### config.mk
export PLATFORM = sky130hd
export DESIGN_NAME = ktht_ctrl
export DESIGN_NICKNAME = d
export VERILOG_FILES = /design/src/hw/rtl/ktht_pkg.sv /design/src/hw/rtl/ktht_ctrl.sv
export SDC_FILE = /design/constraint.sdc
export NUM_CORES = 1
export LEC_CHECK = 0
export BUFFER_PORTS_ARGS = -buffer_cell sky130_fd_sc_hd__buf_2
export CAP_MARGIN = 20
export CORE_MARGIN = 5
export CORE_UTILIZATION = 29
export DETAILED_ROUTE_END_ITERATION = 8
export HOLD_SLACK_MARGIN = 0.02
export SLEW_MARGIN = 20
export SYNTH_ARGS = -nofsm -noshare
export SYNTH_HDL_FRONTEND = slang
export SYNTH_SLANG_ARGS = --single-unit
### constraint.sdc
create_clock -name clk -period 2.08 [get_ports clk]
set_input_delay 0.208 -clock clk [delete_from_list [all_inputs] [get_ports clk]]
set_output_delay 0.208 -clock clk [all_outputs]
set_load 0.05 [all_outputs]
### src/hw/rtl/ktht_pkg.sv
// ktht_pkg: shared types, codes and constants of the track history table
// no dependencies
package ktht_pkg;

    localparam int DEF_MAX_ENTRIES = 16;
    localparam int DEF_MAX_POINTS  = 16;
    localparam logic [31:0] PRUNE_PERIOD_MS = 32'd60000;
    localparam logic [31:0] RST_INTERVAL    = 32'd5000;
    localparam logic [31:0] RST_TIMEOUT     = 32'd300000;

    localparam logic [1:0] CMD_ADD       = 2'd0;
    localparam logic [1:0] CMD_READ      = 2'd1;
    localparam logic [1:0] CMD_CLEAR_ONE = 2'd2;
    localparam logic [1:0] CMD_CLEAR_ALL = 2'd3;

    localparam logic [1:0] REG_ENABLE   = 2'd0;
    localparam logic [1:0] REG_INTERVAL = 2'd1;
    localparam logic [1:0] REG_TIMEOUT  = 2'd2;

    localparam logic [2:0] ST_APPENDED  = 3'd0;
    localparam logic [2:0] ST_CREATED   = 3'd1;
    localparam logic [2:0] ST_EVICTED   = 3'd2;
    localparam logic [2:0] ST_RATE_LIM  = 3'd3;
    localparam logic [2:0] ST_DISABLED  = 3'd4;
    localparam logic [2:0] ST_NOT_FOUND = 3'd5;
    localparam logic [2:0] ST_DONE      = 3'd6;

    typedef enum logic [3:0] {
        S_IDLE,
        S_PRUNE,
        S_SEARCH,
        S_DECIDE,
        S_EVICT,
        S_WRITE,
        S_RD_ADDR,
        S_RD_WAIT,
        S_RD_OUT,
        S_RESP
    } ktht_state_t;

    // controller -> datapath
    typedef struct packed {
        logic load_req;
        logic scan_clr;
        logic scan_inc;
        logic prune_step;
        logic prune_done;
        logic search_step;
        logic evict_step;
        logic do_add;
        logic do_clear_one;
        logic do_clear_all;
        logic rd_start;
        logic rd_issue;
        logic rd_next;
        logic resp_load;
        logic [2:0] resp_status;
        logic resp_stream;
        logic resp_last;
    } ktht_cmd_t;

    // datapath -> controller
    typedef struct packed {
        logic [1:0] command;
        logic scan_end;
        logic prune_due;
        logic found;
        logic has_free;
        logic rate_ok;
        logic rd_empty;
        logic rd_final;
    } ktht_sts_t;

endpackage

### src/hw/rtl/ktht_ctrl.sv
// ktht_ctrl: sequencer for add, read and clear requests
// depends on ktht_pkg
module ktht_ctrl
    import ktht_pkg::*;
(
    input  logic       clk,
    input  logic       rst_n,
    input  logic       in_valid,
    output logic       in_ready,
    input  logic       out_valid,
    input  logic       out_ready,
    input  logic       enable,
    input  ktht_sts_t  sts,
    output ktht_cmd_t  cmd
);
    ktht_state_t state_reg, state_next;

    always_ff @(posedge clk or negedge rst_n)
    begin
        if (!rst_n)
        begin
            state_reg <= S_IDLE;
        end
        else
        begin
            state_reg <= state_next;
        end
    end

    // output slot can take a result when empty or being drained
    logic slot_free;
    assign slot_free = !out_valid || out_ready;

    always_comb
    begin
        state_next = state_reg;
        cmd        = '0;
        in_ready   = 1'b0;
        unique case (state_reg)
            S_IDLE:
            begin
                in_ready = 1'b1;
                if (in_valid)
                begin
                    cmd.load_req = 1'b1;
                    cmd.scan_clr = 1'b1;
                    state_next   = S_PRUNE;
                end
            end
            S_PRUNE:
            begin
                // first decode the request
                if (sts.command == CMD_CLEAR_ALL)
                begin
                    cmd.do_clear_all = 1'b1;
                    state_next       = S_RESP;
                end
                else if (sts.command == CMD_ADD && !enable)
                begin
                    state_next = S_RESP;
                end
                else if (sts.command != CMD_ADD || !sts.prune_due)
                begin
                    state_next = S_SEARCH;
                end
                else
                begin
                    cmd.prune_step = 1'b1;
                    cmd.scan_inc   = 1'b1;
                    if (sts.scan_end)
                    begin
                        cmd.prune_done = 1'b1;
                        cmd.scan_clr   = 1'b1;
                        cmd.scan_inc   = 1'b0;
                        state_next     = S_SEARCH;
                    end
                end
            end
            S_SEARCH:
            begin
                cmd.search_step = 1'b1;
                cmd.scan_inc    = 1'b1;
                if (sts.scan_end)
                begin
                    cmd.scan_clr = 1'b1;
                    cmd.scan_inc = 1'b0;
                    state_next   = S_DECIDE;
                end
            end
            S_DECIDE:
            begin
                unique case (sts.command)
                    CMD_ADD:
                        state_next = (sts.found || sts.has_free) ? S_WRITE : S_EVICT;
                    CMD_READ:
                        if (!sts.found || sts.rd_empty)
                        begin
                            state_next = S_RESP;
                        end
                        else
                        begin
                            cmd.rd_start = 1'b1;
                            state_next   = S_RD_ADDR;
                        end
                    CMD_CLEAR_ONE:
                    begin
                        cmd.do_clear_one = 1'b1;
                        state_next       = S_RESP;
                    end
                    default:
                        state_next = S_RESP;
                endcase
            end
            S_EVICT:
            begin
                cmd.evict_step = 1'b1;
                cmd.scan_inc   = 1'b1;
                if (sts.scan_end)
                begin
                    cmd.scan_clr = 1'b1;
                    cmd.scan_inc = 1'b0;
                    state_next   = S_WRITE;
                end
            end
            S_WRITE:
            begin
                cmd.do_add = 1'b1;
                state_next = S_RESP;
            end
            S_RD_ADDR:
            begin
                cmd.rd_issue = 1'b1;
                state_next   = S_RD_WAIT;
            end
            S_RD_WAIT:
            begin
                state_next = S_RD_OUT;
            end
            S_RD_OUT:
            begin
                if (slot_free)
                begin
                    cmd.resp_load   = 1'b1;
                    cmd.resp_stream = 1'b1;
                    cmd.resp_status = ST_DONE;
                    cmd.resp_last   = sts.rd_final;
                    if (sts.rd_final)
                    begin
                        state_next = S_IDLE;
                    end
                    else
                    begin
                        cmd.rd_next = 1'b1;
                        state_next  = S_RD_ADDR;
                    end
                end
            end
            S_RESP:
            begin
                if (slot_free)
                begin
                    cmd.resp_load = 1'b1;
                    cmd.resp_last = 1'b1;
                    state_next    = S_IDLE;
                end
            end
            default:
                state_next = S_IDLE;
        endcase
    end
endmodule

Word-level counts from Yosys, hierarchy flattened:

Cells that the tools add are included.

* input port bits: 15
* bits in registers: 4
* latch bits: 0
* memory bits (read-only): 0
* memory bits (writable): 0
* word-level logic and storage cells: 76
* memories kept: 0

* $lt $le $gt $ge: 0
* shifts and indexed selects: 0
* $add $sub $neg: 0
* div/mod/pow operators: 0
* bitwise logic cells: 0
* eq/ne operators: 18
* mux-type cells: 43
* reductions and logical operators: 14
* multiply operators: 0

Operators with widths (count)
* two-way mux 4 bit: 14
* one-hot mux 4 bit (10 select lines): 1
* two-way mux 1 bit: 18
* == test 4 x 3 -> 1 bit (second input constant): 4
* inequality test 2 bit (second input constant): 5
* == test 4 x 2 -> 1 bit (second input constant): 2
* == test 4 bit (second input constant): 2
* one-hot mux 4 bit (2 select lines): 1
* two-way mux 7 bit: 1
* two-way mux 2 bit: 3
* one-hot mux 1 bit (2 select lines): 3
* AND reduction 6 bit: 1
* inequality test 5 bit (second input constant): 1
* == test 2 bit (second input constant): 2
* == test 4 x 1 -> 1 bit (second input constant): 1
* logical NOT 1 bit: 4
* logical NOT 4 bit: 1
* logical OR 1 bit: 4
* two-way mux 3 bit: 1
* one-hot mux 1 bit (3 select lines): 1
* == test 2 x 1 -> 1 bit (second input constant): 1
* logical NOT 2 bit: 1
* nonzero test 2 bit: 1
* OR reduction 2 bit: 1
* logical AND 1 bit: 1

Depth between registers and ports, before layout:

* depth after elaboration: 6
* depth in mapped cells: 5
* gate-level depth less buffers: 4

Worst setup path after synthesis:

No wires, ideal clock.

* path type: flip-flop to output port
* start: register state_reg[1]
* end: output cmd[6] in the netlist's numbering
* slack: -1471 ps
* arrival time: 3343 ps
* cell stages (with the launch flop): 5
* path buffers: 1
* path through: dfrtp_1 -> buf_2 -> nor2_1 -> nor4b_1 -> nor2b_1

RTL lines
* start, declared: RTL line ktht_ctrl.sv:16 `ktht_state_t state_reg, state_next;`
* start signal, assigned: RTL line ktht_ctrl.sv:26 `state_reg <= state_next;`
* end, declared: RTL line ktht_ctrl.sv:14 `output ktht_cmd_t cmd`

==> insert_results.sql <==
INSERT INTO impl_metrics (metric_group, metric, value, unit) VALUES
('global_route', 'grt_first_pass_wirelength', '2.45', 'mm'),
('place', 'dp_hpwl', '1.27', 'mm'),
('synth', 'most_used_flip_flop_cell_after_synthesis', 'sky130_fd_sc_hd__dfrtp_1', ''),
('route', 'wire_per_inst', '12.1', 'µm'),
('pwr', 'p_per_area', '1410', 'nW/µm²'),
('min_path', 'worstHoldPathType', 'in -> reg', ''),
('floorplan', 'row_count', '15', ''),
('global_route', 'global_route.usage.total', '11.7', '%'),
('sta', 'maxClockFrequency', '512', 'MHz'),
('clock_tree', 'clock_tree.htree_level_count', '1', ''),
('clock_tree', 'clk_sink_count', '4', ''),
('setup_path', 'setup.worst_path.class', 'reg -> out', ''),
('setup_path', 'critPathCaptureType', 'output pin', ''),
('synth', 'count_of_flip_flops_with_a_built_in_enable_after_synthesis', '0', ''),
('place', 'port_buffers', '32', ''),
('floorplan', 'chipHeight', '53.8', 'µm'),
('synth', 'synthesis_stage_register_bit_count', '4', ''),
('sta', 'final.period_utilization', '93.8', '%'),
('clock_tree', 'cts-resized-gates', '0', ''),
('setup_path', 'cp.required', '1870', 'ps'),
('synth', 'mappedNetlistArea', '557', 'µm²'),
('sta', 'max_slew_violation_count', '0', ''),
('finish', 'num_antenna_cells', '0', ''),
('setup_path', 'worst-r2r-setup-slack', '230', 'ps'),
('floorplan', 'initial_util', '31.2', '%'),
('setup_path', 'worst-endpoint-arrival', '1740', 'ps'),
('synth', 'seq_area_frac_synth', '18.0', '%'),
('synth', 'yosysUniqueCellTypes', '36', ''),
('min_path', 'worst_hold_path.num_cells', '2', ''),
('place', 'place.gp.congestion', '0.772', ''),
('min_path', 'worst_hold_startpoint', 'sts[6]', ''),
('sta', 'holdWs', '245', 'ps'),
('global_route', 'first_global_vias', '569', ''),
('setup_path', 'reg2reg_depth', '4', ''),
('pwr', 'power.static_leakage', '0.416', 'nW'),
('finish', 'syn_to_final_growth', '46.3', '%'),
('route', 'detailroute.via_count', '628', ''),
('sta', 'skew', '0.451', 'ps'),
('clock_tree', 'cts.hold.buffers_added', '1', ''),
('place', 'cell_area_reported_after_detailed_placement', '782', 'µm²'),
('clock_tree', 'cts_max_path_buffers', '2', ''),
('route', 'drt_pass1_iterations', '4', ''),
('sta', 'post-route-worst-setup-slack', '128', 'ps'),
('route', 'drtAntennaViolNets', '0', ''),
('clock_tree', 'clock_insertion_delay_worst_skew', '240', 'ps'),
('clock_tree', 'tritoncts', 'built', ''),
('clock_tree', 'cts.repair_timing.setup_buffer_count', '0', ''),
('outcome', 'run_status', 'finished clean', ''),
('synth', 'synth_area_per_cell', '7.84', 'µm²'),
('floorplan', 'fp.coreArea', '1780', 'µm²'),
('setup_path', 'startpoint', 'state_reg[2]', ''),
('clock_tree', 'cts_inserted_buffers', '3', ''),
('global_route', 'grt_antenna_before_repair', '0', ''),
('finish', 'max_reg_flops', '4', ''),
('global_route', 'grt_overflow', '0', ''),
('sta', 'finalSetupViolations', '0', ''),
('floorplan', 'io_pins', '35', ''),
('synth', 'postSynth.asyncResetShare', '100', '%'),
('route', 'first_iter_violations', '10', ''),
('finish', 'finish.net_count', '120', ''),
('sta', 'final_critical_delay_including_setup_and_external_delays', '1950', 'ps'),
('sta', 'grt_setup_unrepaired', 'no', ''),
('finish', 'finish.instance_area', '815', 'µm²'),
('route', 'detail_route.drc_violations', '0', ''),
('setup_path', 'start_kind', 'register', ''),
('synth', 'synth_nets', '86', ''),
('setup_path', 'critical_path.max_fanout', '5', ''),
('synth', 'ys_warn_count', '0', ''),
('route', 'finalWirelength', '1.55', 'mm'),
('setup_path', 'r2r-start', 'state_reg[2]', ''),
('pwr', 'vdd_ir_drop_max', '0.000463', 'V'),
('run', 'timing.max_cap.violations', '0', ''),
('route', 'vias_per_cell', '4.91', ''),
('floorplan', 'die-width', '53.8', 'µm'),
('sta', 'number_of_failing_hold_endpoints_at_the_final_stage', '0', ''),
('place', 'pre_cts_slack', '248', 'ps'),
('min_path', 'worst_hold_path.endpoint', 'state_reg[1]', ''),
('clock_tree', 'path_clk_slew', '40', 'ps'),
('clock_tree', 'root_buffer_selected_by_cts', 'sky130_fd_sc_hd__clkbuf_4', ''),
('synth', 'synthCells', '71', ''),
('global_route', 'maximum_number_of_pins_on_one_net_before_global_route_repair', '14', ''),
('finish', 'layout-drive-gt1-share', '52.4', '%'),
('floorplan', 'die_area', '2900', 'µm²'),
('setup_path', 'regToRegEndpoint', 'state_reg[0]', '');
-- area by class of cell --
type                            count  area, µm²
Sequential cell                     4        100
Fill cell                         195        968
Inverter                            5       18.8
Multi-Input combinational cell     53        434
Tap cell                           25       31.3
Clock buffer                        3       22.5
Timing Repair Buffer               38        208
-- cells in the mapped netlist, drive strengths merged (3+ instances only) --
cell type | instances | area share, %
inv | 5 | 3.4
nor2 | 9 | 6.1
and2 | 3 | 3.4
buf | 7 | 9.9
dfrtp | 4 | 18
nor3 | 3 | 2.7
nor2b | 3 | 3.4
nand2b | 3 | 3.4
-- worst max path at each step --
stage,to,slack [ps]
2_1_floorplan,cmd[6],-100
3_3_place_gp,state_reg[0],250
3_5_place_dp,state_reg[0],250
4_1_cts,cmd[17],90
5_1_grt,cmd[6],20
6_report,cmd[17],130
-- stage by stage --
stage	instances	power (W)	util (%)	setup TNS, ps
final	128	0.00115	45.7	0
after global routing	128	0.00124	45.7	0
after CTS	128	0.00117	45.7	0
after detailed placement	124	0.00106	43.9	0
after global placement	124	0.00106	43.9	0
after floorplan	71	0.000893	-	-101
-- power breakdown --
group	switching, W	internal [W]	leakage (nW)
clock network	0.0000353	0.0000648	0.0138
registers	0.0000512	0.000111	0.0510
logic	0.000560	0.000330	0.351
total	0.000647	0.000506	0.416
-- cell families after synthesis --
logic type | Yosys count | share of synthesized area [%]
AOI/OAI and AO/OA | 16 | 23.4
buffers and inverters | 14 | 14.6
DFF | 4 | 18.0
and+or+nand+nor | 34 | 39.1
muxes | 1 | 2.70
xor gates and xnor gates | 1 | 1.57
other | 1 | 0.674
-- placed cells by master (no fill, tap or decap), types with 2 or more instances in the layout --
master and n:
sky130_fd_sc_hd__a21oi_1 2, sky130_fd_sc_hd__and2_1 2, sky130_fd_sc_hd__nor3_1 2, sky130_fd_sc_hd__buf_2 32, sky130_fd_sc_hd__inv_1 5, sky130_fd_sc_hd__o32ai_1 2
sky130_fd_sc_hd__buf_4 5, sky130_fd_sc_hd__nor2_1 8, sky130_fd_sc_hd__and3_1 2, sky130_fd_sc_hd__or3b_4 2, sky130_fd_sc_hd__dfrtp_1 4, sky130_fd_sc_hd__nand2b_1 3
sky130_fd_sc_hd__nor2b_1 2, sky130_fd_sc_hd__clkbuf_4 3
-- per-layer routing --
metal	global-route usage [%]	wire, µm
met5	0	0
met1	13.9	677
met4	7.66	29
met3	3.05	86
met2	18.3	756
-- critical path, stage by stage (launching register included) --
cell	delay [ps]
sky130_fd_sc_hd__dfrtp_1	460
sky130_fd_sc_hd__nor4b_2	350
sky130_fd_sc_hd__a32oi_1	260
sky130_fd_sc_hd__o21bai_4	160
sky130_fd_sc_hd__buf_2	270
Power figures use the tool's default switching activity.
